`src/design/fsp_pkg.sv`:
```
// ----------------------------------------------------------------------------
// fsp_pkg
// Shared types, character codes and lookup functions for the format
// specifier parser.
// ----------------------------------------------------------------------------
package fsp_pkg;

  localparam int DEF_POSITION_BITS = 16;
  localparam int DEF_NUMBER_BITS   = 16;

  // Character codes
  localparam logic [7:0] CH_PERCENT = 8'h25;  // '%'
  localparam logic [7:0] CH_DASH    = 8'h2D;  // '-'
  localparam logic [7:0] CH_PLUS    = 8'h2B;  // '+'
  localparam logic [7:0] CH_SPACE   = 8'h20;  // ' '
  localparam logic [7:0] CH_HASH    = 8'h23;  // '#'
  localparam logic [7:0] CH_ZERO    = 8'h30;  // '0'
  localparam logic [7:0] CH_ONE     = 8'h31;  // '1'
  localparam logic [7:0] CH_NINE    = 8'h39;  // '9'
  localparam logic [7:0] CH_STAR    = 8'h2A;  // '*'
  localparam logic [7:0] CH_DOT     = 8'h2E;  // '.'
  localparam logic [7:0] CH_LOW_H   = 8'h68;  // 'h'
  localparam logic [7:0] CH_LOW_L   = 8'h6C;  // 'l'
  localparam logic [7:0] CH_LOW_J   = 8'h6A;  // 'j'
  localparam logic [7:0] CH_LOW_Z   = 8'h7A;  // 'z'
  localparam logic [7:0] CH_LOW_T   = 8'h74;  // 't'
  localparam logic [7:0] CH_UP_L    = 8'h4C;  // 'L'

  // Flag bit values
  localparam logic [4:0] FLAG_NONE  = 5'b00000;
  localparam logic [4:0] FLAG_DASH  = 5'b00001;
  localparam logic [4:0] FLAG_PLUS  = 5'b00010;
  localparam logic [4:0] FLAG_SPACE = 5'b00100;
  localparam logic [4:0] FLAG_HASH  = 5'b01000;
  localparam logic [4:0] FLAG_ZERO  = 5'b10000;

  // Length modifier codes
  localparam logic [3:0] LC_NONE = 4'd0;
  localparam logic [3:0] LC_H    = 4'd1;
  localparam logic [3:0] LC_HH   = 4'd2;
  localparam logic [3:0] LC_L    = 4'd3;
  localparam logic [3:0] LC_LL   = 4'd4;
  localparam logic [3:0] LC_J    = 4'd5;
  localparam logic [3:0] LC_Z    = 4'd6;
  localparam logic [3:0] LC_T    = 4'd7;
  localparam logic [3:0] LC_BIGL = 4'd8;

  localparam logic [7:0]  LEN_MAX   = 8'hFF;
  localparam logic [15:0] FIELD_MAX = 16'hFFFF;

  typedef enum logic [9:0] {
    PH_SCAN  = 10'b00_0000_0001,
    PH_PCT   = 10'b00_0000_0010,
    PH_FLAGS = 10'b00_0000_0100,
    PH_WIDTH = 10'b00_0000_1000,
    PH_AFTW  = 10'b00_0001_0000,
    PH_DOT   = 10'b00_0010_0000,
    PH_PREC  = 10'b00_0100_0000,
    PH_AFTP  = 10'b00_1000_0000,
    PH_MOD2  = 10'b01_0000_0000,
    PH_CONV  = 10'b10_0000_0000
  } phase_t;

  typedef struct packed {
    phase_t     phase;
    logic       done;
    logic [7:0] len_count;
    logic [4:0] flags;
    logic       width_star;
    logic       prec_star;
    logic [3:0] length_code;
  } fsp_ctrl_t;

  localparam fsp_ctrl_t CTRL_RESET = '{
    phase: PH_SCAN, done: 1'b0, len_count: 8'd0, flags: FLAG_NONE,
    width_star: 1'b0, prec_star: 1'b0, length_code: LC_NONE
  };

  typedef struct packed {
    logic        found;
    logic [15:0] position;
    logic [7:0]  spec_length;
    logic [4:0]  flags;
    logic [15:0] width;
    logic        width_star;
    logic [15:0] precision;
    logic        precision_star;
    logic [3:0]  length_code;
    logic [7:0]  conversion;
  } fsp_result_t;

  function automatic logic [4:0] flag_of(input logic [7:0] c);
    logic [4:0] f;
    case (c)
      CH_DASH:  f = FLAG_DASH;
      CH_PLUS:  f = FLAG_PLUS;
      CH_SPACE: f = FLAG_SPACE;
      CH_HASH:  f = FLAG_HASH;
      CH_ZERO:  f = FLAG_ZERO;
      default:  f = FLAG_NONE;
    endcase
    return f;
  endfunction

  function automatic logic [3:0] modifier_of(input logic [7:0] c);
    logic [3:0] m;
    case (c)
      CH_LOW_H: m = LC_H;
      CH_LOW_L: m = LC_L;
      CH_LOW_J: m = LC_J;
      CH_LOW_Z: m = LC_Z;
      CH_LOW_T: m = LC_T;
      CH_UP_L:  m = LC_BIGL;
      default:  m = LC_NONE;
    endcase
    return m;
  endfunction

endpackage

```
`src/design/fsp_if.sv`:
```
// ----------------------------------------------------------------------------
// fsp_if
// Valid/ready channels: character beats in, specifier result beats out.
// ----------------------------------------------------------------------------
interface fsp_char_if;
  logic       valid;
  logic       ready;
  logic [7:0] ch;
  logic       last;

  modport source (output valid, ch, last, input ready);
  modport sink   (input valid, ch, last, output ready);
endinterface

interface fsp_spec_if;
  logic        valid;
  logic        ready;
  logic        found;
  logic [15:0] position;
  logic [7:0]  spec_length;
  logic [4:0]  flags;
  logic [15:0] width;
  logic        width_star;
  logic [15:0] precision;
  logic        precision_star;
  logic [3:0]  length_code;
  logic [7:0]  conversion;

  modport source (output valid, found, position, spec_length, flags, width, width_star,
                  precision, precision_star, length_code, conversion, input ready);
  modport sink   (input valid, found, position, spec_length, flags, width, width_star,
                  precision, precision_star, length_code, conversion, output ready);
endinterface

```
`src/design/fsp_step.sv`:
```
// ----------------------------------------------------------------------------
// fsp_step
// Next-state and result logic for one character of the format string.
// ----------------------------------------------------------------------------
module fsp_step #(
  parameter int POSITION_BITS = 16,
  parameter int NUMBER_BITS   = 16
) (
  input  fsp_pkg::fsp_ctrl_t       ctrl,
  input  logic [POSITION_BITS-1:0] char_pos,
  input  logic [POSITION_BITS-1:0] start_pos,
  input  logic [NUMBER_BITS-1:0]   width_val,
  input  logic [NUMBER_BITS-1:0]   prec_val,
  input  logic [7:0]               ch,
  input  logic                     last,
  output fsp_pkg::fsp_ctrl_t       ctrl_next,
  output logic [POSITION_BITS-1:0] char_pos_next,
  output logic [POSITION_BITS-1:0] start_pos_next,
  output logic [NUMBER_BITS-1:0]   width_val_next,
  output logic [NUMBER_BITS-1:0]   prec_val_next,
  output logic                     emit,
  output fsp_pkg::fsp_result_t     result
);
  import fsp_pkg::*;

  localparam logic [POSITION_BITS-1:0] POS_MAX = '1;
  localparam logic [NUMBER_BITS-1:0]   NUM_MAX = '1;

  // v*10 + d, saturating
  function automatic logic [NUMBER_BITS-1:0] accum(input logic [NUMBER_BITS-1:0] v,
                                                   input logic [3:0] d);
    logic [NUMBER_BITS+3:0] n;
    n = ({4'b0000, v} << 3) + ({4'b0000, v} << 1) + (NUMBER_BITS+4)'(d);
    return (|n[NUMBER_BITS+3:NUMBER_BITS]) ? NUM_MAX : n[NUMBER_BITS-1:0];
  endfunction

  function automatic logic [15:0] clamp_pos(input logic [POSITION_BITS-1:0] v);
    logic [31:0] w;
    w = 32'(v);
    return (w > 32'(FIELD_MAX)) ? FIELD_MAX : w[15:0];
  endfunction

  function automatic logic [15:0] clamp_num(input logic [NUMBER_BITS-1:0] v);
    logic [31:0] w;
    w = 32'(v);
    return (w > 32'(FIELD_MAX)) ? FIELD_MAX : w[15:0];
  endfunction

  logic [4:0]             flag;
  logic [3:0]             modc;
  logic                   is_digit;
  logic                   is_nz_digit;
  logic [NUMBER_BITS-1:0] acc_out;
  logic [NUMBER_BITS-1:0] digit_val;
  logic                   taken;
  logic                   spec_hit;
  logic                   at_flags;
  logic                   at_aftw;
  logic                   at_aftp;

  assign flag        = flag_of(ch);
  assign modc        = modifier_of(ch);
  assign is_digit    = ch inside {[CH_ZERO:CH_NINE]};
  assign is_nz_digit = ch inside {[CH_ONE:CH_NINE]};
  assign digit_val   = NUMBER_BITS'(ch[3:0]);
  // width and precision digits never arrive in the same beat: one shared unit
  assign acc_out     = accum((ctrl.phase == PH_PREC) ? prec_val : width_val, ch[3:0]);

  always_comb begin
    ctrl_next      = ctrl;
    char_pos_next  = (char_pos == POS_MAX) ? char_pos : char_pos + 1'b1;
    start_pos_next = start_pos;
    width_val_next = width_val;
    prec_val_next  = prec_val;
    taken          = 1'b0;
    spec_hit       = 1'b0;
    at_flags       = 1'b0;
    at_aftw        = 1'b0;
    at_aftp        = 1'b0;

    if (ctrl.done) begin
      // result already out; wait for end of string
    end else if (ctrl.phase == PH_SCAN) begin
      if (ch == CH_PERCENT) begin
        ctrl_next       = CTRL_RESET;
        ctrl_next.phase = PH_PCT;
        start_pos_next  = char_pos;
        width_val_next  = '0;
        prec_val_next   = '0;
      end
    end else begin
      if (ctrl.len_count != LEN_MAX) begin
        ctrl_next.len_count = ctrl.len_count + 8'd1;
      end

      // "%%" is a literal percent
      if (ctrl.phase == PH_PCT && ch == CH_PERCENT) begin
        ctrl_next.phase = PH_SCAN;
        taken = 1'b1;
      end

      at_flags = !taken && (ctrl.phase == PH_PCT || ctrl.phase == PH_FLAGS);
      if (at_flags) begin
        if (flag != FLAG_NONE) begin
          ctrl_next.flags = ctrl.flags | flag;
          ctrl_next.phase = PH_FLAGS;
          taken = 1'b1;
        end else if (ch == CH_STAR) begin
          ctrl_next.width_star = 1'b1;
          ctrl_next.phase = PH_AFTW;
          taken = 1'b1;
        end else if (is_nz_digit) begin
          width_val_next  = digit_val;
          ctrl_next.phase = PH_WIDTH;
          taken = 1'b1;
        end
      end

      if (!taken && ctrl.phase == PH_WIDTH && is_digit) begin
        width_val_next = acc_out;
        taken = 1'b1;
      end

      at_aftw = !taken && (at_flags || ctrl.phase == PH_WIDTH || ctrl.phase == PH_AFTW);
      if (at_aftw && ch == CH_DOT) begin
        ctrl_next.phase = PH_DOT;
        taken = 1'b1;
      end

      if (!taken && ctrl.phase == PH_DOT) begin
        if (ch == CH_STAR) begin
          ctrl_next.prec_star = 1'b1;
          ctrl_next.phase = PH_AFTP;
          taken = 1'b1;
        end else if (is_digit) begin
          prec_val_next   = digit_val;
          ctrl_next.phase = PH_PREC;
          taken = 1'b1;
        end
      end

      if (!taken && ctrl.phase == PH_PREC && is_digit) begin
        prec_val_next = acc_out;
        taken = 1'b1;
      end

      at_aftp = !taken && (at_aftw || ctrl.phase == PH_DOT || ctrl.phase == PH_PREC ||
                           ctrl.phase == PH_AFTP);
      if (at_aftp && modc != LC_NONE) begin
        ctrl_next.length_code = modc;
        ctrl_next.phase = (modc == LC_H || modc == LC_L) ? PH_MOD2 : PH_CONV;
        taken = 1'b1;
      end

      if (!taken && ctrl.phase == PH_MOD2) begin
        if (ch == CH_LOW_H && ctrl.length_code == LC_H) begin
          ctrl_next.length_code = LC_HH;
          ctrl_next.phase = PH_CONV;
          taken = 1'b1;
        end else if (ch == CH_LOW_L && ctrl.length_code == LC_L) begin
          ctrl_next.length_code = LC_LL;
          ctrl_next.phase = PH_CONV;
          taken = 1'b1;
        end
      end

      // anything left over is the conversion character
      if (!taken) begin
        spec_hit       = 1'b1;
        ctrl_next.done = 1'b1;
      end
    end

    emit                  = spec_hit;
    result.found          = 1'b1;
    result.position       = clamp_pos(start_pos_next);
    result.spec_length    = ctrl_next.len_count;
    result.flags          = ctrl_next.flags;
    result.width          = clamp_num(width_val_next);
    result.width_star     = ctrl_next.width_star;
    result.precision      = clamp_num(prec_val_next);
    result.precision_star = ctrl_next.prec_star;
    result.length_code    = ctrl_next.length_code;
    result.conversion     = ch;

    if (last) begin
      if (!spec_hit && !ctrl.done) begin
        emit = 1'b1;
        if (ctrl_next.phase == PH_SCAN) begin
          result = '0;
        end else begin
          // string ended inside the specifier
          result.conversion  = 8'd0;
          result.spec_length = (ctrl_next.len_count == LEN_MAX) ? LEN_MAX :
                               ctrl_next.len_count + 8'd1;
        end
      end
      ctrl_next      = CTRL_RESET;
      char_pos_next  = '0;
      start_pos_next = '0;
      width_val_next = '0;
      prec_val_next  = '0;
    end
  end

endmodule

```
`src/design/format_specifier_parser.sv`:
```
// Pipeline: two register stages, input and result. An accepted character beat
//   is held in the input register, its result beat (if any) in the result one.
// Throughput: one character per cycle unless the result register stalls.
// Reset: synchronous rst clears both valid flags and returns the parser to
//   scanning for a percent sign at string offset zero.
// ----------------------------------------------------------------------------
// format_specifier_parser
// Streaming printf-style format specifier parser. Scans a byte stream for the
// first conversion specifier and reports its flags, width, precision, length
// modifier and conversion character as one result beat per string.
// ----------------------------------------------------------------------------
module format_specifier_parser #(
  parameter int POSITION_BITS = fsp_pkg::DEF_POSITION_BITS,
  parameter int NUMBER_BITS   = fsp_pkg::DEF_NUMBER_BITS
) (
  input logic         clk,
  input logic         rst,
  fsp_char_if.sink    chars,
  fsp_spec_if.source  specs
);
  import fsp_pkg::*;

  // Input register stage: holds one character beat.
  logic       in_valid;
  logic [7:0] in_ch;
  logic       in_last;

  // Parser state.
  fsp_ctrl_t                ctrl;
  logic [POSITION_BITS-1:0] char_pos;
  logic [POSITION_BITS-1:0] start_pos;
  logic [NUMBER_BITS-1:0]   width_val;
  logic [NUMBER_BITS-1:0]   prec_val;

  fsp_ctrl_t                ctrl_next;
  logic [POSITION_BITS-1:0] char_pos_next;
  logic [POSITION_BITS-1:0] start_pos_next;
  logic [NUMBER_BITS-1:0]   width_val_next;
  logic [NUMBER_BITS-1:0]   prec_val_next;

  // Result register stage.
  logic        out_valid;
  fsp_result_t out_res;

  logic        emit;
  fsp_result_t result;
  logic        advance;

  fsp_step #(
    .POSITION_BITS (POSITION_BITS),
    .NUMBER_BITS   (NUMBER_BITS)
  ) u_step (
    .ctrl           (ctrl),
    .char_pos       (char_pos),
    .start_pos      (start_pos),
    .width_val      (width_val),
    .prec_val       (prec_val),
    .ch             (in_ch),
    .last           (in_last),
    .ctrl_next      (ctrl_next),
    .char_pos_next  (char_pos_next),
    .start_pos_next (start_pos_next),
    .width_val_next (width_val_next),
    .prec_val_next  (prec_val_next),
    .emit           (emit),
    .result         (result)
  );

  // A held beat moves on unless it makes a result and the result register is
  // still full and stalled. Beats that produce nothing never wait.
  assign advance     = in_valid && (!emit || !out_valid || specs.ready);
  assign chars.ready = !in_valid || advance;

  always_ff @(posedge clk) begin
    if (rst) begin
      in_valid  <= 1'b0;
      out_valid <= 1'b0;
      ctrl      <= CTRL_RESET;
      char_pos  <= '0;
      start_pos <= '0;
      width_val <= '0;
      prec_val  <= '0;
    end else begin
      if (chars.ready) begin
        in_valid <= chars.valid;
      end
      if (advance) begin
        ctrl      <= ctrl_next;
        char_pos  <= char_pos_next;
        start_pos <= start_pos_next;
        width_val <= width_val_next;
        prec_val  <= prec_val_next;
      end
      if (advance && emit) begin
        out_valid <= 1'b1;
      end else if (specs.ready) begin
        out_valid <= 1'b0;
      end
    end
  end

  // Payload registers, no reset.
  always_ff @(posedge clk) begin
    if (chars.valid && chars.ready) begin
      in_ch   <= chars.ch;
      in_last <= chars.last;
    end
    if (advance && emit) begin
      out_res <= result;
    end
  end

  assign specs.valid          = out_valid;
  assign specs.found          = out_res.found;
  assign specs.position       = out_res.position;
  assign specs.spec_length    = out_res.spec_length;
  assign specs.flags          = out_res.flags;
  assign specs.width          = out_res.width;
  assign specs.width_star     = out_res.width_star;
  assign specs.precision      = out_res.precision;
  assign specs.precision_star = out_res.precision_star;
  assign specs.length_code    = out_res.length_code;
  assign specs.conversion     = out_res.conversion;

endmodule
```
`src/flat_wrapper.sv`:
```
// flat-port wrapper written by rule: the top's interface ports become plain ports
module format_specifier_parser_flat import fsp_pkg::*;
#(
  parameter int POSITION_BITS = fsp_pkg::DEF_POSITION_BITS,
  parameter int NUMBER_BITS   = fsp_pkg::DEF_NUMBER_BITS
)
  (clk, rst, chars_valid, chars_ch, chars_last, chars_ready, specs_valid, specs_found, specs_position, specs_spec_length, specs_flags, specs_width, specs_width_star, specs_precision, specs_precision_star, specs_length_code, specs_conversion, specs_ready);
  fsp_char_if chars_i ();
  fsp_spec_if specs_i ();
  input logic clk;
  input logic rst;
  input wire logic [$bits(chars_i.valid)-1:0] chars_valid;
  input wire logic [$bits(chars_i.ch)-1:0] chars_ch;
  input wire logic [$bits(chars_i.last)-1:0] chars_last;
  output wire logic [$bits(chars_i.ready)-1:0] chars_ready;
  output wire logic [$bits(specs_i.valid)-1:0] specs_valid;
  output wire logic [$bits(specs_i.found)-1:0] specs_found;
  output wire logic [$bits(specs_i.position)-1:0] specs_position;
  output wire logic [$bits(specs_i.spec_length)-1:0] specs_spec_length;
  output wire logic [$bits(specs_i.flags)-1:0] specs_flags;
  output wire logic [$bits(specs_i.width)-1:0] specs_width;
  output wire logic [$bits(specs_i.width_star)-1:0] specs_width_star;
  output wire logic [$bits(specs_i.precision)-1:0] specs_precision;
  output wire logic [$bits(specs_i.precision_star)-1:0] specs_precision_star;
  output wire logic [$bits(specs_i.length_code)-1:0] specs_length_code;
  output wire logic [$bits(specs_i.conversion)-1:0] specs_conversion;
  input wire logic [$bits(specs_i.ready)-1:0] specs_ready;
  assign chars_i.valid = chars_valid;
  assign chars_i.ch = chars_ch;
  assign chars_i.last = chars_last;
  assign chars_ready = chars_i.ready;
  assign specs_valid = specs_i.valid;
  assign specs_found = specs_i.found;
  assign specs_position = specs_i.position;
  assign specs_spec_length = specs_i.spec_length;
  assign specs_flags = specs_i.flags;
  assign specs_width = specs_i.width;
  assign specs_width_star = specs_i.width_star;
  assign specs_precision = specs_i.precision;
  assign specs_precision_star = specs_i.precision_star;
  assign specs_length_code = specs_i.length_code;
  assign specs_conversion = specs_i.conversion;
  assign specs_i.ready = specs_ready;
  format_specifier_parser #(.POSITION_BITS(POSITION_BITS), .NUMBER_BITS(NUMBER_BITS)) u_core (.clk(clk), .rst(rst), .chars(chars_i), .specs(specs_i));
endmodule
```
`config.mk`:
```
export PLATFORM = sky130hd
export DESIGN_NAME = format_specifier_parser_flat
export DESIGN_NICKNAME = d
export VERILOG_FILES = /design/src/design/fsp_pkg.sv /design/src/design/fsp_if.sv /design/src/design/fsp_step.sv /design/src/design/format_specifier_parser.sv /design/src/flat_wrapper.sv
export SDC_FILE = /design/constraint.sdc
export NUM_CORES = 1
export LEC_CHECK = 0
export BUFFER_PORTS_ARGS = -buffer_cell sky130_fd_sc_hd__buf_2
export CELL_PAD_IN_SITES_DETAIL_PLACEMENT = 1
export CELL_PAD_IN_SITES_GLOBAL_PLACEMENT = 2
export CORE_MARGIN = 1
export CORE_UTILIZATION = 34
export DETAILED_ROUTE_END_ITERATION = 12
export GPL_TIMING_DRIVEN = 1
export PLACE_DENSITY_LB_ADDON = 0.1
export SLEW_MARGIN = 20
export SYNTH_ARGS = -nofsm -noshare
export SYNTH_HDL_FRONTEND = slang
export SYNTH_SLANG_ARGS = --single-unit
export TNS_END_PERCENT = 20
```
`constraint.sdc`:
```
create_clock -name clk -period 5.8 [get_ports clk]
set_input_delay 1.16 -clock clk [delete_from_list [all_inputs] [get_ports clk]]
set_output_delay 1.16 -clock clk [all_outputs]
set_load 0.005 [all_outputs]
```
==> metrics <==
Setup-failing EPs final 0; Rows 62; gpl congestion 0.873; clock group share of total power 0.453; drt pass-1 iters 4; commonest non-fill, non-tap cell in the layout nand2_1; Unique masters post-synth 80; CP Data Arrival Time 5.56 ns; yosys warns 0; layout cells sized above 1 0.164; r2r worst-path depth 14; hold_buf cts 0; CP required 5.99 ns; DR WL/cell 21.7 µm; Slew Limit Fails 0; Post-Syn Nets 1169; HP Class reg2reg; placed wire-length estimate 24600 µm; Final min period 5.37 ns; vias in the first global route 9062; Slew HR 0.287; Starting Density 0.349; leakage power 0.00434 µW; HP Start u_core.ctrl[9]; height of the die 175 µm; first-pass GRT wire length 54600 µm; RR Endpoint u_core.specs.precision[13]; Max-Cap Viols 0; R2R Setup Slk 0.43 ns; Clock Skew 0.0173 ns; Seq pwr share 0.493; final hold vios 0; period utilisation layout 0.926; Area growth syn-to-layout 15.8%; core area 0.0291 mm²; Num CTS Buffers 17; GRT Residual Overflow 0; H-tree Lvls 4; WHS Path Cells 2; synthesized area 0.0102 mm²; Iter 0 DRT Violations 552; clock sinks 181; worst reg2reg startpoint u_core.ctrl[21]; filler cell count in the final layout 3426; Die Wd 175 µm; wl on met1 17500 µm; max layer used met4; clk buf depth 2; Post-Syn Instances 1120; crit path from u_core.ctrl[21]; Final nets 1245; DRT Wirelength 34600 µm; metal2 WL 14800 µm; # IOs 91; asr flop ratio synth 0; sequential area share after synthesis 0.440; top_reg_cell synth dfxtp_1; met3 wire length 1820 µm; clk slew on worst S/H paths 0.09 ns; DRC 0; Port Buf Inserts 90; initial antenna violation count 0; largest net degree at the start of global routing 41; crit path kind reg2reg; worst skew pair latency 0.46 ns; PD cells 237 mW/mm²; CP Capture Type flip-flop; Worst Hold Endpoint u_core.ctrl[9]; die area 0.0306 mm²; EDFF count, synth 85; total track usage 0.232; worst vdd ir 0.187 mV; post-route ant nets 0; startpoint types flip-flop; run status completed; Synth Area per Inst 9.08 µm²; fmax 186 MHz; setup tns final 0 ns; CP Max Fanout 14; commonest cells after routing, fill and taps aside nand2_1 (131), a21oi_1 (102), dfxtp_1 (96), buf_2 (90); combinational share of power 0.054; CTS tree built; Clock Tree Root clkbuf_16; Final Total Pwr 2780 µW; RSZ-0062 raised after global routing false; Slew @ Worst Pin 1.06 ns; # diodes 0; Sw Pwr 782 µW; vias per inst 5.77; switching share of total power 0.281; vias 9196; Synth Register Bits 181; Internal 2000 µW
## worst max-delay path by stage
| stage | endpoint | slack (ns) | depth (start not counted) |
|---|---|---|---|
| floorplan | u_core.specs.width[8] | 0.90 | 17 |
| global placement | u_core.specs.width[8] | 0.53 | 15 |
| detailed placement | u_core.specs.width[8] | 0.39 | 14 |
| CTS | u_core.specs.width[8] | 0.35 | 15 |
| global route | u_core.specs.precision[4] | 0.11 | 14 |
| finish | u_core.specs.precision[13] | 0.43 | 14 |
## flip-flops by register name (all words and copies together) (netlist names)
signal,flops
u_core.ctrl,30
u_core.char_pos,16
u_core.prec_val,16
u_core.specs.position,16
u_core.specs.precision,16
u_core.specs.width,16
u_core.start_pos,16
u_core.width_val,16
u_core.in_ch,8
u_core.specs.conversion,8
u_core.specs.spec_length,8
u_core.specs.flags,5
u_core.specs.length_code,4
u_core.in_last,1
u_core.in_valid,1
u_core.specs.found,1
u_core.specs.precision_star,1
u_core.specs.valid,1
u_core.specs.width_star,1
## per-layer routing
metal,up-vias,global-route usage
met5,-,0
met4,0,0.0562
li1,4370,-
met3,30,0.0385
met1,4550,0.346
met2,246,0.346
## area by class of cell
| cell class | instances | area (µm²) | area share |
|---|---|---|---|
| clock buffers | 17 | 425 | 0.0362 |
| clock inverters | 15 | 211 | 0.0180 |
| inverters | 26 | 97.6 | 0.00829 |
| multi-input cells | 850 | 5400 | 0.459 |
| flip-flops and latches | 181 | 4470 | 0.380 |
| well taps | 384 | 480 | 0.0408 |
| repair buffers | 120 | 676 | 0.0574 |
## cell usage after synthesis (8+ instances only)
library cell    n  share of area
o21a_1         10         0.0074
nor2b_1        13         0.0080
a21o_1         12         0.0089
ha_1           34          0.042
xnor2_1        12          0.010
or3_1          12         0.0074
mux2i_1        13          0.013
nand3_1        29          0.014
o22ai_1         8         0.0049
nand2_1       131          0.048
inv_1          26         0.0096
clkbuf_1       53          0.020
o211ai_1       10         0.0074
nor3_1         33          0.016
edfxtp_1       85           0.25
and2_1          8         0.0049
a21oi_1       102          0.050
nor4_1         12         0.0074
a22oi_1        11         0.0081
o31ai_1        11         0.0081
dfxtp_1        96           0.19
o21ai_0        72          0.035
or4_1          15          0.011
nand2b_1       12         0.0074
nor2_1         87          0.032
nand4_1        19          0.012
xor2_1         12          0.010
o2bb2ai_1      14          0.012
mux2_2         16          0.018
a22o_1         21          0.018
## power by group through the flow
stage	registers [µW]	clock network, µW	logic (µW)
2_1_floorplan	1400	0	80.5
3_3_place_gp	1400	0	152
3_5_place_dp	1400	0	152
4_1_cts	1370	1300	152
5_1_grt	1380	1350	164
6_report	1370	1260	151
## stage by stage
| step | instance area [µm²] | setup slack [ns] | utilization | hold WS [ns] | std cells |
|---|---|---|---|---|---|
| 4_1_cts | 11800 | 0.354 | 0.404 | 0.467 | 1593 |
| 5_1_grt | 11800 | 0.114 | 0.404 | 0.495 | 1593 |
| 3_3_place_gp | 11100 | 0.531 | 0.382 | 0.437 | 1561 |
| 6_report | 11800 | 0.431 | 0.404 | 0.466 | 1593 |
| 3_5_place_dp | 11100 | 0.387 | 0.382 | 0.446 | 1561 |
| 2_1_floorplan | 10200 | 0.900 | - | 0.425 | 1120 |
## kinds of logic after synthesis
| kind of cell | synth area share |
|---|---|
| and+or+nand+nor | 0.204 |
| AOI/OAI and AO/OA | 0.225 |
| DFF | 0.440 |
| buffers and inverters | 0.0341 |
| adders and majority gates | 0.0458 |
| muxes | 0.0305 |
| xor gates and xnor gates | 0.0207 |
## critical path, stage by stage, from the launching register on
cell and delay, ns:
dfxtp_1 0.48, nor4_4 0.44, nand3_1 0.34, buf_4 0.33, mux2_2 0.31, ha_1 0.31
ha_1 0.38, o21ai_0 0.14, o21ai_0 0.42, a221oi_1 0.18, o22a_1 0.22, or4_1 0.74
nor3_1 0.53, a2bb2oi_1 0.23, nor2_1 0.05
## what timing repair did
action                                  CTS  global route
gates resized for setup                   0             1
endpoints found under the setup margin    0             4
setup buffers                             0             0
Power figures use the tool's default switching activity.
